### config.mk
export PLATFORM = sky130hd
export DESIGN_NAME = ack_retransmit_tracker
export DESIGN_NICKNAME = d
export VERILOG_FILES = /design/src/hw/rtl/art_pkg.sv /design/src/hw/rtl/ack_retransmit_tracker.sv
export SDC_FILE = /design/constraint.sdc
export NUM_CORES = 1
export LEC_CHECK = 0
export ABC_AREA = 1
export BUFFER_PORTS_ARGS = -buffer_cell sky130_fd_sc_hd__buf_2
export CORE_MARGIN = 3
export CORE_UTILIZATION = 30
export CTS_BUF_LIST = sky130_fd_sc_hd__clkbuf_4 sky130_fd_sc_hd__clkbuf_8 sky130_fd_sc_hd__clkbuf_16
export CTS_CLUSTER_SIZE = 14
export DETAILED_ROUTE_END_ITERATION = 12
export SKIP_CTS_REPAIR_TIMING = 1
export SLEW_MARGIN = 10
export SYNTH_ARGS = -nofsm -noshare
export SYNTH_HDL_FRONTEND = slang
export SYNTH_SLANG_ARGS = --single-unit
### constraint.sdc
create_clock -name clk_i -period 23.7 [get_ports clk_i]
set_input_delay 1.185 -clock clk_i [delete_from_list [all_inputs] [get_ports clk_i]]
set_output_delay 1.185 -clock clk_i [all_outputs]
set_load 0.05 [all_outputs]
### src/hw/rtl/art_pkg.sv
// Shared types and constants of the acknowledgement and retransmission tracker.
package art_pkg;

  localparam int unsigned SLOTS       = 8;
  localparam int unsigned MAX_RESULTS = 8;

  localparam int unsigned IDX_W  = (SLOTS > 1) ? $clog2(SLOTS) : 1;
  localparam int unsigned CNT_W  = $clog2(SLOTS + 1);
  localparam int unsigned RES_W  = (MAX_RESULTS > 1) ? $clog2(MAX_RESULTS) : 1;
  localparam int unsigned RCNT_W = $clog2(MAX_RESULTS + 1);

  localparam logic [IDX_W-1:0]  LAST_IDX = IDX_W'(SLOTS - 1);
  localparam logic [RCNT_W-1:0] RES_CAP  = RCNT_W'(MAX_RESULTS);

  localparam logic [15:0] RETRY_RST = 16'd600;
  localparam logic [3:0]  MAXT_RST  = 4'd6;

  typedef enum logic [1:0] {
    M_SEND  = 2'd0,
    M_ACK   = 2'd1,
    M_SWEEP = 2'd2,
    M_CLEAR = 2'd3
  } mode_e;

  typedef enum logic [3:0] {
    K_SENT      = 4'd0,
    K_RESEND    = 4'd1,
    K_GAVEUP    = 4'd2,
    K_ACKED     = 4'd3,
    K_UNMATCHED = 4'd4,
    K_NOLINK    = 4'd5,
    K_FULL      = 4'd6,
    K_CLEARED   = 4'd7,
    K_IDLE      = 4'd8
  } kind_e;

  typedef enum logic [1:0] {
    CFG_RETRY     = 2'd0,
    CFG_MAX_TRIES = 2'd1,
    CFG_TARGET    = 2'd2
  } cfg_idx_e;

  // one slot of the table memory
  typedef struct packed {
    logic [31:0] seq;
    logic [31:0] sent_at;
    logic [3:0]  tries;
  } slot_t;

  // one result beat, minus pending count and last flag
  typedef struct packed {
    kind_e       kind;
    logic [2:0]  slot;
    logic [31:0] seq;
    logic [3:0]  tries;
  } result_t;

  // low three bits of a slot number
  function automatic logic [2:0] slot_field(logic [IDX_W-1:0] idx);
    logic [IDX_W+2:0] w;
    w = {3'b000, idx};
    return w[2:0];
  endfunction

  // low four bits of a pending count
  function automatic logic [3:0] pend_field(logic [CNT_W-1:0] cnt);
    logic [CNT_W+3:0] w;
    w = {4'b0000, cnt};
    return w[3:0];
  endfunction

endpackage

### src/hw/rtl/ack_retransmit_tracker.sv
// Top level of the acknowledgement and retransmission tracker.
//
// Keeps up to SLOTS messages awaiting acknowledgement. Each input beat carries
// a mode in tuser: send (take the first free slot, tries 1, timestamp now_ms),
// ack (free the first used slot with a matching sequence number), sweep
// (resend or give up every due slot, at most eight per beat) or clear (empty
// the table). Send is refused unless link_up and target_set are both set.
// Every result beat carries the pending count after the whole input beat and
// tlast marks the final result of that beat. Slot number equals the address of
// the message payload in the external buffer. Send and clear write their single
// result into the result buffer on acceptance, and it then passes to the output
// register. Ack and sweep scan the slot memory one slot per cycle (one read
// port, registered read data, one compare or update per cycle), and an ack
// stops at its first hit. Results are then drained from a small result buffer
// at one beat per cycle while the output is not stalled. One beat is worked
// on at a time: each further sweep result and each output stall delays the
// next acceptance. The last result sits in the output register while the
// next beat is already taken. No clearing pass follows reset: slot occupancy
// is kept in flip-flops.
module ack_retransmit_tracker (
  input  logic        clk_i,
  input  logic        rst_ni,
  // configuration write port
  input  logic        cfg_we_i,
  input  logic [1:0]  cfg_addr_i,
  input  logic [15:0] cfg_wdata_i,
  // input stream
  input  logic        s_axis_tvalid,
  output logic        s_axis_tready,
  input  logic [71:0] s_axis_tdata,   // seq_num[31:0], now_ms[63:32], link_up[64], zero
  input  logic [1:0]  s_axis_tuser,   // mode[1:0]
  // result stream
  output logic        m_axis_tvalid,
  input  logic        m_axis_tready,
  output logic [47:0] m_axis_tdata,   // slot_index[2:0], out_seq[34:3], try_count[38:35],
                                      // pending_count[42:39], zero
  output logic [3:0]  m_axis_tuser,   // kind[3:0]
  output logic        m_axis_tlast    // last_of_run
);

  typedef enum logic [1:0] {
    S_IDLE,
    S_SCAN,
    S_EMIT
  } state_e;

  // configuration
  logic [15:0] retry_q;
  logic [3:0]  maxt_q;
  logic        target_q;

  // control state
  state_e                       state_q, state_d;
  logic [art_pkg::SLOTS-1:0]    used_q, used_d;
  logic [art_pkg::CNT_W-1:0]    pend_q, pend_d;
  logic [art_pkg::IDX_W-1:0]    scan_q, scan_d;
  logic                         issue_q, issue_d;
  logic                         rd_vld_q, rd_vld_d;
  logic [art_pkg::IDX_W-1:0]    rd_idx_q, rd_idx_d;
  logic [art_pkg::RCNT_W-1:0]   res_n_q, res_n_d;
  logic [art_pkg::RES_W-1:0]    emit_q, emit_d;
  logic                         m_valid_q, m_valid_d;

  // latched command
  art_pkg::mode_e cmd_mode_q;
  logic [31:0]    cmd_seq_q;
  logic [31:0]    cmd_now_q;

  // output register payload
  art_pkg::result_t m_res_q, m_res_d;
  logic [3:0]       m_pend_q, m_pend_d;
  logic             m_last_q, m_last_d;

  // slot memory
  art_pkg::slot_t              slot_mem [art_pkg::SLOTS];
  art_pkg::slot_t              rd_data_q;
  logic                        mem_we;
  logic [art_pkg::IDX_W-1:0]   mem_waddr;
  art_pkg::slot_t              mem_wdata;

  // result buffer
  art_pkg::result_t            res_buf [art_pkg::MAX_RESULTS];
  logic                        rb_we;
  logic [art_pkg::RES_W-1:0]   rb_widx;
  art_pkg::result_t            rb_wdata;

  // input fields
  art_pkg::mode_e in_mode;
  logic [31:0]    in_seq;
  logic [31:0]    in_now;
  logic           in_link;
  logic           accept;

  // first free slot
  logic                        free_found;
  logic [art_pkg::IDX_W-1:0]   free_idx;

  // scan datapath
  logic [31:0] age;
  logic        slot_live;
  logic        due;
  logic        last_slot;

  assign in_mode = art_pkg::mode_e'(s_axis_tuser);
  assign in_seq  = s_axis_tdata[31:0];
  assign in_now  = s_axis_tdata[63:32];
  assign in_link = s_axis_tdata[64];

  assign s_axis_tready = (state_q == S_IDLE);
  assign accept        = s_axis_tvalid && s_axis_tready;

  always_comb begin
    free_found = 1'b0;
    free_idx   = '0;
    for (int i = art_pkg::SLOTS - 1; i >= 0; i--) begin
      if (!used_q[i]) begin
        free_found = 1'b1;
        free_idx   = art_pkg::IDX_W'(i);
      end
    end
  end

  // age modulo 2^32 against the retry interval
  assign age       = cmd_now_q - rd_data_q.sent_at;
  assign slot_live = used_q[rd_idx_q];
  assign due       = slot_live && target_q && (age >= {16'h0000, retry_q});
  assign last_slot = (rd_idx_q == art_pkg::LAST_IDX);

  always_comb begin
    state_d   = state_q;
    used_d    = used_q;
    pend_d    = pend_q;
    scan_d    = scan_q;
    issue_d   = issue_q;
    rd_vld_d  = 1'b0;
    rd_idx_d  = rd_idx_q;
    res_n_d   = res_n_q;
    emit_d    = emit_q;
    m_valid_d = m_valid_q && !m_axis_tready;
    m_res_d   = m_res_q;
    m_pend_d  = m_pend_q;
    m_last_d  = m_last_q;

    mem_we    = 1'b0;
    mem_waddr = free_idx;
    mem_wdata.seq     = in_seq;
    mem_wdata.sent_at = in_now;
    mem_wdata.tries   = 4'd1;

    rb_we          = 1'b0;
    rb_widx        = res_n_q[art_pkg::RES_W-1:0];
    rb_wdata.kind  = art_pkg::K_IDLE;
    rb_wdata.slot  = 3'd0;
    rb_wdata.seq   = 32'd0;
    rb_wdata.tries = 4'd0;

    unique case (state_q)
      S_IDLE: begin
        if (accept) begin
          emit_d  = '0;
          rb_widx = '0;
          unique case (in_mode)
            art_pkg::M_SEND: begin
              rb_we        = 1'b1;
              rb_wdata.seq = in_seq;
              res_n_d      = art_pkg::RCNT_W'(1);
              state_d      = S_EMIT;
              if (!in_link || !target_q) begin
                rb_wdata.kind = art_pkg::K_NOLINK;
              end else if (!free_found) begin
                rb_wdata.kind = art_pkg::K_FULL;
              end else begin
                mem_we           = 1'b1;
                used_d[free_idx] = 1'b1;
                pend_d           = pend_q + art_pkg::CNT_W'(1);
                rb_wdata.kind    = art_pkg::K_SENT;
                rb_wdata.slot    = art_pkg::slot_field(free_idx);
                rb_wdata.tries   = 4'd1;
              end
            end
            art_pkg::M_CLEAR: begin
              used_d        = '0;
              pend_d        = '0;
              rb_we         = 1'b1;
              rb_wdata.kind = art_pkg::K_CLEARED;
              res_n_d       = art_pkg::RCNT_W'(1);
              state_d       = S_EMIT;
            end
            default: begin
              // ack or sweep: walk the slot memory
              res_n_d = '0;
              scan_d  = '0;
              issue_d = 1'b1;
              state_d = S_SCAN;
            end
          endcase
        end
      end

      S_SCAN: begin
        // read issue, one slot a cycle
        if (issue_q) begin
          rd_vld_d = 1'b1;
          rd_idx_d = scan_q;
          if (scan_q == art_pkg::LAST_IDX) begin
            issue_d = 1'b0;
          end else begin
            scan_d = scan_q + art_pkg::IDX_W'(1);
          end
        end

        // evaluate the slot read last cycle
        if (rd_vld_q) begin
          if (cmd_mode_q == art_pkg::M_ACK) begin
            if (slot_live && (rd_data_q.seq == cmd_seq_q)) begin
              used_d[rd_idx_q] = 1'b0;
              pend_d           = pend_q - art_pkg::CNT_W'(1);
              rb_we            = 1'b1;
              rb_wdata.kind    = art_pkg::K_ACKED;
              rb_wdata.slot    = art_pkg::slot_field(rd_idx_q);
              rb_wdata.seq     = cmd_seq_q;
              rb_wdata.tries   = rd_data_q.tries;
              state_d          = S_EMIT;
            end else if (last_slot) begin
              rb_we         = 1'b1;
              rb_wdata.kind = art_pkg::K_UNMATCHED;
              rb_wdata.seq  = cmd_seq_q;
              state_d       = S_EMIT;
            end
          end else begin
            if (due) begin
              rb_we         = 1'b1;
              rb_wdata.slot = art_pkg::slot_field(rd_idx_q);
              rb_wdata.seq  = rd_data_q.seq;
              if (rd_data_q.tries >= maxt_q) begin
                used_d[rd_idx_q] = 1'b0;
                pend_d           = pend_q - art_pkg::CNT_W'(1);
                rb_wdata.kind    = art_pkg::K_GAVEUP;
                rb_wdata.tries   = rd_data_q.tries;
              end else begin
                mem_we            = 1'b1;
                mem_waddr         = rd_idx_q;
                mem_wdata.seq     = rd_data_q.seq;
                mem_wdata.sent_at = cmd_now_q;
                mem_wdata.tries   = rd_data_q.tries + 4'd1;
                rb_wdata.kind     = art_pkg::K_RESEND;
                rb_wdata.tries    = rd_data_q.tries + 4'd1;
              end
              if (res_n_q + art_pkg::RCNT_W'(1) == art_pkg::RES_CAP) begin
                state_d = S_EMIT;
              end
            end else if (last_slot && (res_n_q == '0)) begin
              rb_we = 1'b1;   // nothing was due
            end
            if (last_slot) begin
              state_d = S_EMIT;
            end
          end
          if (rb_we) begin
            res_n_d = res_n_q + art_pkg::RCNT_W'(1);
          end
        end

        if (state_d == S_EMIT) begin
          issue_d  = 1'b0;
          rd_vld_d = 1'b0;
        end
      end

      S_EMIT: begin
        if (!m_valid_q || m_axis_tready) begin
          m_valid_d = 1'b1;
          m_res_d   = res_buf[emit_q];
          m_pend_d  = art_pkg::pend_field(pend_q);
          m_last_d  = ({1'b0, emit_q} + art_pkg::RCNT_W'(1) == res_n_q);
          if (m_last_d) begin
            state_d = S_IDLE;
          end else begin
            emit_d = emit_q + art_pkg::RES_W'(1);
          end
        end
      end

      default: state_d = S_IDLE;
    endcase
  end

  // control state and registered outputs
  always_ff @(posedge clk_i or negedge rst_ni) begin
    if (!rst_ni) begin
      state_q   <= S_IDLE;
      used_q    <= '0;
      pend_q    <= '0;
      scan_q    <= '0;
      issue_q   <= 1'b0;
      rd_vld_q  <= 1'b0;
      rd_idx_q  <= '0;
      res_n_q   <= '0;
      emit_q    <= '0;
      m_valid_q <= 1'b0;
    end else begin
      state_q   <= state_d;
      used_q    <= used_d;
      pend_q    <= pend_d;
      scan_q    <= scan_d;
      issue_q   <= issue_d;
      rd_vld_q  <= rd_vld_d;
      rd_idx_q  <= rd_idx_d;
      res_n_q   <= res_n_d;
      emit_q    <= emit_d;
      m_valid_q <= m_valid_d;
    end
  end

  // payload registers
  always_ff @(posedge clk_i) begin
    if (accept) begin
      cmd_mode_q <= in_mode;
      cmd_seq_q  <= in_seq;
      cmd_now_q  <= in_now;
    end
    m_res_q  <= m_res_d;
    m_pend_q <= m_pend_d;
    m_last_q <= m_last_d;
  end

  // configuration registers
  always_ff @(posedge clk_i or negedge rst_ni) begin
    if (!rst_ni) begin
      retry_q  <= art_pkg::RETRY_RST;
      maxt_q   <= art_pkg::MAXT_RST;
      target_q <= 1'b0;
    end else if (cfg_we_i) begin
      unique case (art_pkg::cfg_idx_e'(cfg_addr_i))
        art_pkg::CFG_RETRY:     retry_q  <= cfg_wdata_i;
        art_pkg::CFG_MAX_TRIES: maxt_q   <= cfg_wdata_i[3:0];
        art_pkg::CFG_TARGET:    target_q <= cfg_wdata_i[0];
        default: ;
      endcase
    end
  end

  // slot memory, one write and one registered read port
  always_ff @(posedge clk_i) begin
    if (mem_we) begin
      slot_mem[mem_waddr] <= mem_wdata;
    end
    rd_data_q <= slot_mem[scan_q];
  end

  // result buffer
  always_ff @(posedge clk_i) begin
    if (rb_we) begin
      res_buf[rb_widx] <= rb_wdata;
    end
  end

  assign m_axis_tvalid = m_valid_q;
  assign m_axis_tdata  = {5'b00000, m_pend_q, m_res_q.tries, m_res_q.seq, m_res_q.slot};
  assign m_axis_tuser  = m_res_q.kind;
  assign m_axis_tlast  = m_last_q;

endmodule

==> results of run 1 <==
-- worst reg2reg max path: stages, from the launching register on --
cell	delay, ns
edfxtp_1	0.41
ha_1	0.39
nand2_1	0.13
nor2_1	0.26
nand2_1	0.12
clkinv_1	0.06
nand2_1	0.04
nand2_1	0.16
xor2_1	0.20
ha_1	0.28
a21oi_1	0.15
nor2_1	0.05
a211oi_1	0.20
nand3_1	0.11
nor2_1	0.24
nand3_1	0.13
nor2_2	0.19
nand2_4	0.13
nand4_4	0.10
buf_4	0.61
nand2_1	0.17
nand2_1	0.11
nand2_1	0.24
nor2_4	0.17
buf_4	0.56
buf_4	0.70
-- state kept, by name, indices dropped and copies added, names as in the netlist, 8 cells and up --
signal and flops:
rd_data_q 68, retry_q 16, used_q 8, m_axis_tdata 39, cmd_now_q 32, slot_mem 544
cmd_seq_q 32, res_buf 344
-- logic make-up after synthesis --
kind of cell	Yosys count	share of synthesized area
AOI/OAI and AO/OA	880	0.100
xor gates and xnor gates	41	0.00760
adders and majority gates	63	0.0168
buffers and inverters	523	0.0430
DFF	1121	0.693
other	1	0.0000794
and+or+nand+nor	1651	0.139
-- metrics by stage --
| step | area (µm²) | hold WS [ns] | total power, mW |
|---|---|---|---|
| after floorplan | 47300 | 0.453 | 3.71 |
| after global placement | 50200 | 0.480 | 4.17 |
| after detailed placement | 50200 | 0.484 | 4.20 |
| after CTS | 54200 | 0.479 | 6.07 |
| after global routing | 54200 | 0.513 | 6.38 |
| final | 54200 | 0.483 | 6.02 |
-- worst max-delay path by stage --
| stage | from | to | slack, ns |
|---|---|---|---|
| after floorplan | state_q[1] | slot_mem[3][0] | 14.84 |
| after global placement | cmd_now_q[2] | slot_mem[6][47] | 17.38 |
| after detailed placement | cmd_now_q[2] | slot_mem[4][47] | 17.44 |
| after CTS | cmd_now_q[2] | slot_mem[4][39] | 17.35 |
| after global routing | cmd_now_q[6] | slot_mem[6][39] | 16.97 |
| final | cmd_now_q[8] | slot_mem[4][39] | 17.34 |
-- layer usage --
metal / wire length (µm) / GRT usage / vias up
met1: 53000 / 0.190 / 15300
met5: 62 / 0 / -
met4: 3030 / 0.0428 / 8
li1: - / - / 15100
met2: 57300 / 0.241 / 838
met3: 6560 / 0.0250 / 176
-- placed cells by master, fill, tap and decap left out, types with 6 or more instances in the layout --
master and count:
o21ai_1 20, o22ai_1 119, dfrtp_1 41, xor2_1 22
nand2_1 570, nand3b_1 9, nor3_1 21, nand3_1 108
clkbuf_8 9, inv_2 24, bufinv_16 11, or2_2 10
nand4_1 16, ha_1 62, nor4_1 6, buf_4 50
o21ai_0 556, clkinv_1 19, buf_2 139, xnor2_1 19
dfxtp_1 68, nor2_1 871, edfxtp_1 1002, a31oi_1 116
nor2_4 19, clkbuf_16 116, a21oi_1 53, clkbuf_4 33
dfstp_2 6, clkinv_2 17, nor2_2 6, inv_1 273
-- cell type report --
type / instances / area share
Sequential cell: 1121 / 0.604
Multi-Input combinational cell: 2640 / 0.233
Clock buffer: 158 / 0.0604
Tap cell: 2058 / 0.0475
Inverter: 304 / 0.0213
Timing Repair Buffer: 190 / 0.0201
Clock inverter: 59 / 0.0132
Antenna cell: 2 / 0.0000923
-- power breakdown --
group          switching, mW  internal [mW]  leakage [nW]
combinational           1.20          0.492          7.37
sequential             0.109           2.35          10.4
clock                  0.777           1.09          1.98
total                   2.08           3.94          19.7
==> qor.csv, run 1 <==
stage,metric,value,unit
critical_path,critical_path_class,reg -> reg,
critical_path,r2r_cells,25,
synthesis,netlist_area,47200,µm²
route,dr.pass1.iters,6,
clock_tree,cts_sinks,1121,
critical_path,cp_num_cells,25,
clock_tree,clk_latency,0.76,ns
clock_tree,numCtsBuffers,115,
route,drc,0,
critical_path,path_buf_inv,4,
placed_design,place_inst,6313,
synthesis,ys_seq_area_frac,0.693,
timing,fin_worst_skew,0.0929,ns
critical_path,slowest_stage,buf_4,
placed_design,pre_cts_ws,17.44,ns
route,avgViaCountPerCell,4.80,
placed_design,gp_congestion,0.865,
cells_and_area,seq_area,32700,µm²
floorplanning,core,156000,µm²
synthesis,ys_types,50,
global_routing,grt_pass1_vias,30200,
pwr,powerDensity,111,nW/µm²
global_routing,track_usage,0.144,
timing,rsz0062_at_grt,false,
clock_tree,cts_tree,yes,
synthesis,synth_edf_count,1002,
cells_and_area,final_cells,6532,
timing,fmax,157,MHz
floorplanning,row_count,145,
timing,max-slew-margin-rel,0.188,
global_routing,grt_overflow,0,
timing,fin_crit_sh,0.268,
clock_tree,clk_pin_slew,0.06,ns
critical_path,slowest_delay,0.67,ns
cells_and_area,final_layout_size_suffix_gt1_frac,0.106,
critical_path,cp_common_cell,nand2_1,
cells_and_area,area_delta_synth_final,14.7,%
critical_path,cpLargestDelayFamily,simple AND/OR/NAND/NOR gates,
clock_tree,clk_path_buf_depth,3,
synthesis,synth_most_common_cell,edfxtp_1,
global_routing,antenna_found_initial,9,
route,wl_per_cell,18.4,µm
floorplanning,die_x,403,µm
synthesis,ys_async_sr_fraction,0.0455,
floorplanning,io-pin-count,152,
worst_hold_path,holdPathStages,2,
clock_tree,cts-htree-levels,3,
critical_path,timing.rr.end,slot_mem[4][39],
cells_and_area,fill_cells,15400,
clock_tree,root_buffer,clkbuf_16,
route,ant_nets,0,
floorplanning,dieArea,162000,µm²
critical_path,reg2reg_from,cmd_now_q[8],
timing,worst_slew_pin_slew,1.21,ns
synthesis,yosys.area.top_type,edfxtp_1,
flow_run,drv_cap,0,
pwr,peakVddDrop,0.0724,mV
worst_hold_path,hp-class,reg -> reg,
critical_path,worstSetupEndpointType,flip-flop,
timing,final-setup-viol-count,0,
floorplanning,initial_utilization,0.302,
synthesis,synthFlopType,edfxtp_1,
timing,setup_ws,17.34,ns
synthesis,netlist_instances,4280,
timing,finalHoldViolations,0,
placed_design,dp_hpwl,67300,µm
timing,slew_viol_final,0,
outcome,outcome,completed,
cells_and_area,multiInputGateArea,12600,µm²
route,vias,31400,
global_routing,grt_pass1_wl,182000,µm
global_routing,grt_max_degree,171,
critical_path,required,24.00,ns
critical_path,r2r_setup_slack,17.34,ns
critical_path,crit_arrival,6.67,ns
synthesis,synth_seq_cells,1121,
floorplanning,chipHeight,403,µm
synthesis,synth_warnings,0,
cells_and_area,fin_nets,4532,
cells_and_area,fin_util,0.347,
timing,finalSetupTns,0,ns
route,drt_iter0_drc,2469,
timing,post-route-min-period,6.36,ns
critical_path,crit_fanout,50,
route,routed_wl,120000,µm
synthesis,synth_area_leaders,"edfxtp_1, nor2_1, o21ai_0",
worst_hold_path,worstHoldStart,slot_mem[3][39],
synthesis,avgSynthCellArea,11.0,µm²
synthesis,synth.top_cell.area_share,0.637,
pwr,leakage,19.7,nW
placed_design,port_buffers,139,
synthesis,synth_common_cells,"edfxtp_1, nor2_1, nand2_1",
critical_path,start_kind,flip-flop,
worst_hold_path,min_to,rd_data_q[39],
No activity file was read; power rests on OpenSTA's default activity.
==> run 2, diff against run 1 <==
- clock period: 23.7 -> 6 ns (I/O delays scaled with it)
==> run 2 against run 1 <==
The run now ends with negative hold slack left. Cell count up 1.3%. Global-route usage about the same. Register-to-register slack worse by 17 ns. Worst setup slack worse by 17 ns. Maximum frequency up 22%. Critical endpoint is now slot_mem[1][26].
==> qor.csv, run 2 (synthesis results as in run 1) <==
stage,metric,value,unit,change
timing,fin_crit_sh,0.866,,was 0.268
worst_hold_path,worstHoldStart,cfg_we_i,,was slot_mem[3][39]
placed_design,gp_congestion,0.862,,was 0.865
clock_tree,cts_tree,yes,,unchanged
timing,fin_worst_skew,0.112,ns,was 0.0929 ns
placed_design,port_buffers,139,,unchanged
cells_and_area,fin_area,55000,µm²,was 54200 µm²
clock_tree,root_buffer,clkbuf_16,,unchanged
critical_path,worstSetupEndpointType,flip-flop,,unchanged
pwr,leakage,20.1,nW,was 19.7 nW
floorplanning,initial_utilization,0.302,,unchanged
floorplanning,core,156000,µm²,unchanged
route,avgViaCountPerCell,4.80,,about the same
clock_tree,clk_pin_slew,0.06,ns,about the same
timing,rsz0062_at_grt,false,,unchanged
route,dr.pass1.iters,6,,unchanged
global_routing,track_usage,0.144,,about the same
worst_hold_path,hp-class,in -> reg,,was reg -> reg
cells_and_area,largest_registers,"slot_mem (544), res_buf (344), rd_data_q (68)",,unchanged
route,vias,31800,,was 31400
cells_and_area,final_common_cell,edfxtp_1,,unchanged
pwr,total_power,23.7,mW,was 6.02 mW
cells_and_area,fin_nets,4617,,was 4532
cells_and_area,area_delta_synth_final,16.5,%,was 14.7%
timing,post-route-min-period,5.20,ns,was 6.36 ns
clock_tree,clk_path_buf_depth,3,,unchanged
critical_path,timing.rr.end,slot_mem[1][26],,was slot_mem[4][39]
critical_path,crit_fanout,36,,was 50
cells_and_area,fin_util,0.352,,was 0.347
worst_hold_path,holdPathStages,3,,was 2
clock_tree,cts_sinks,1121,,unchanged
critical_path,start_kind,flip-flop,,unchanged
route,routed.top_layer,met4,,was met5
flow_run,drv_cap,0,,unchanged
outcome,outcome,finished with violations,,was completed
global_routing,antenna_found_initial,4,,was 9
floorplanning,row_count,145,,unchanged
clock_tree,clk_latency,0.78,ns,was 0.76 ns
worst_hold_path,min_to,maxt_q[1],,was rd_data_q[39]
cells_and_area,final_layout_size_suffix_gt1_frac,0.103,,was 0.106
route,wl_per_cell,18.1,µm,was 18.4 µm
timing,final-setup-viol-count,0,,unchanged
cells_and_area,top_register,slot_mem,,unchanged
pwr,peakVddDrop,0.271,mV,was 0.0724 mV
placed_design,place_area,50200,µm²,about the same
timing,worst_slew_pin_slew,1.34,ns,was 1.21 ns
route,ant_nets,0,,unchanged
route,drc,0,,unchanged
critical_path,required,6.31,ns,was 24.00 ns
outcome,violations,negative hold slack,,
pwr,powerDensity,431,nW/µm²,was 111 nW/µm²
clock_tree,numCtsBuffers,114,,was 115
floorplanning,die_x,403,µm,unchanged
critical_path,reg2reg_from,cmd_now_q[2],,was cmd_now_q[8]
cells_and_area,final_cell_mix,"edfxtp_1, nor2_1, nand2_1",,unchanged
floorplanning,io-pin-count,152,,unchanged
cells_and_area,largest_reg_flops,544,,unchanged
route,drt_iter0_drc,2794,,was 2469
route,wl_met3,7580,µm,was 6560 µm
timing,whs,-0.0209,ns,was 0.483 ns
critical_path,critical_path_class,reg -> reg,,unchanged
timing,finalHoldViolations,1,,was 0
global_routing,grt_max_degree,148,,was 171
timing,finalSetupTns,0,ns,unchanged
global_routing,grt_overflow,0,,unchanged
timing,fmax,192,MHz,was 157 MHz
critical_path,r2r_setup_slack,0.80,ns,was 17.34 ns
critical_path,crit_arrival,5.50,ns,was 6.67 ns
floorplanning,chipHeight,403,µm,unchanged
route,dr_wl_met2,56000,µm,was 57300 µm
route,wl_met1,52700,µm,was 53000 µm
critical_path,r2r_cells,25,,unchanged
floorplanning,dieArea,162000,µm²,unchanged
route,routed_wl,120000,µm,about the same
placed_design,dp_hpwl,67900,µm,was 67300 µm
global_routing,grt_pass1_vias,30000,,was 30200
timing,slew_viol_final,0,,unchanged
global_routing,grt_pass1_wl,181000,µm,was 182000 µm
timing,max-slew-margin-rel,0.101,,was 0.188
clock_tree,cts-htree-levels,3,,unchanged
-- run 2: how the worst max path moves through the flow --
stage	slack [ns]	from	to	depth (start not counted)
finish	0.80	cmd_now_q[2]	slot_mem[1][26]	25
global route	0.43	cmd_now_q[0]	res_buf[3][3]	25
CTS	0.79	cmd_now_q[2]	slot_mem[1][26]	25
detailed placement	0.83	cmd_now_q[0]	res_buf[3][15]	25
global placement	0.87	cmd_now_q[10]	res_buf[3][15]	22
floorplan	0.31	state_q[1]	slot_mem[1][0]	9
-- run 2: report_power, final --
group | switching (mW) | internal, mW | leakage (nW)
Combinational | 4.66 | 1.99 | 7.75
Sequential | 0.520 | 9.30 | 10.4
Clock | 3.05 | 4.21 | 1.95
Total | 8.22 | 15.5 | 20.1
-- run 2: area by class of cell --
class / count / area (µm²)
diodes: 1 / 2.50
fillers: 15400 / 101000
repair buffers: 276 / 2000
flip-flops and latches: 1121 / 32700
clock inverters: 59 / 703
clock buffers: 159 / 3220
well taps: 2058 / 2570
inverters: 304 / 1150
multi-input cells: 2640 / 12600
-- run 2: critical path, cell delays in order (launching register included) --
cell and delay [ns]:
edfxtp_1 0.40, ha_1 0.43, nand2_1 0.09, nand2_1 0.11, inv_2 0.04, nand2_2 0.10
nand2_1 0.06, nand2_1 0.13, nand2_1 0.07, nand2_1 0.14, xor2_1 0.23, ha_1 0.28
a21oi_1 0.15, nor2_1 0.05, a211oi_1 0.16, nand3_1 0.10, nor2_1 0.21, nand3_1 0.12
nor2_2 0.16, nand2_4 0.13, nand4_4 0.23, inv_2 0.08, nand2_1 0.08, nand3_1 0.32
nor2_4 0.21, buf_4 0.58
-- run 2: layer usage --
metal  vias to the layer above  track usage
met5                         -            0
met4                         0       0.0472
met3                       198       0.0247
met2                       951        0.236
met1                     15400        0.192
li1                      15200            -
-- run 2: through the flow --
step | setup WS, ns | instances
6_report | 0.803 | 6618
5_1_grt | 0.426 | 6617
4_1_cts | 0.786 | 6531
3_5_place_dp | 0.833 | 6313
3_3_place_gp | 0.871 | 6313
2_1_floorplan | 0.310 | 4284
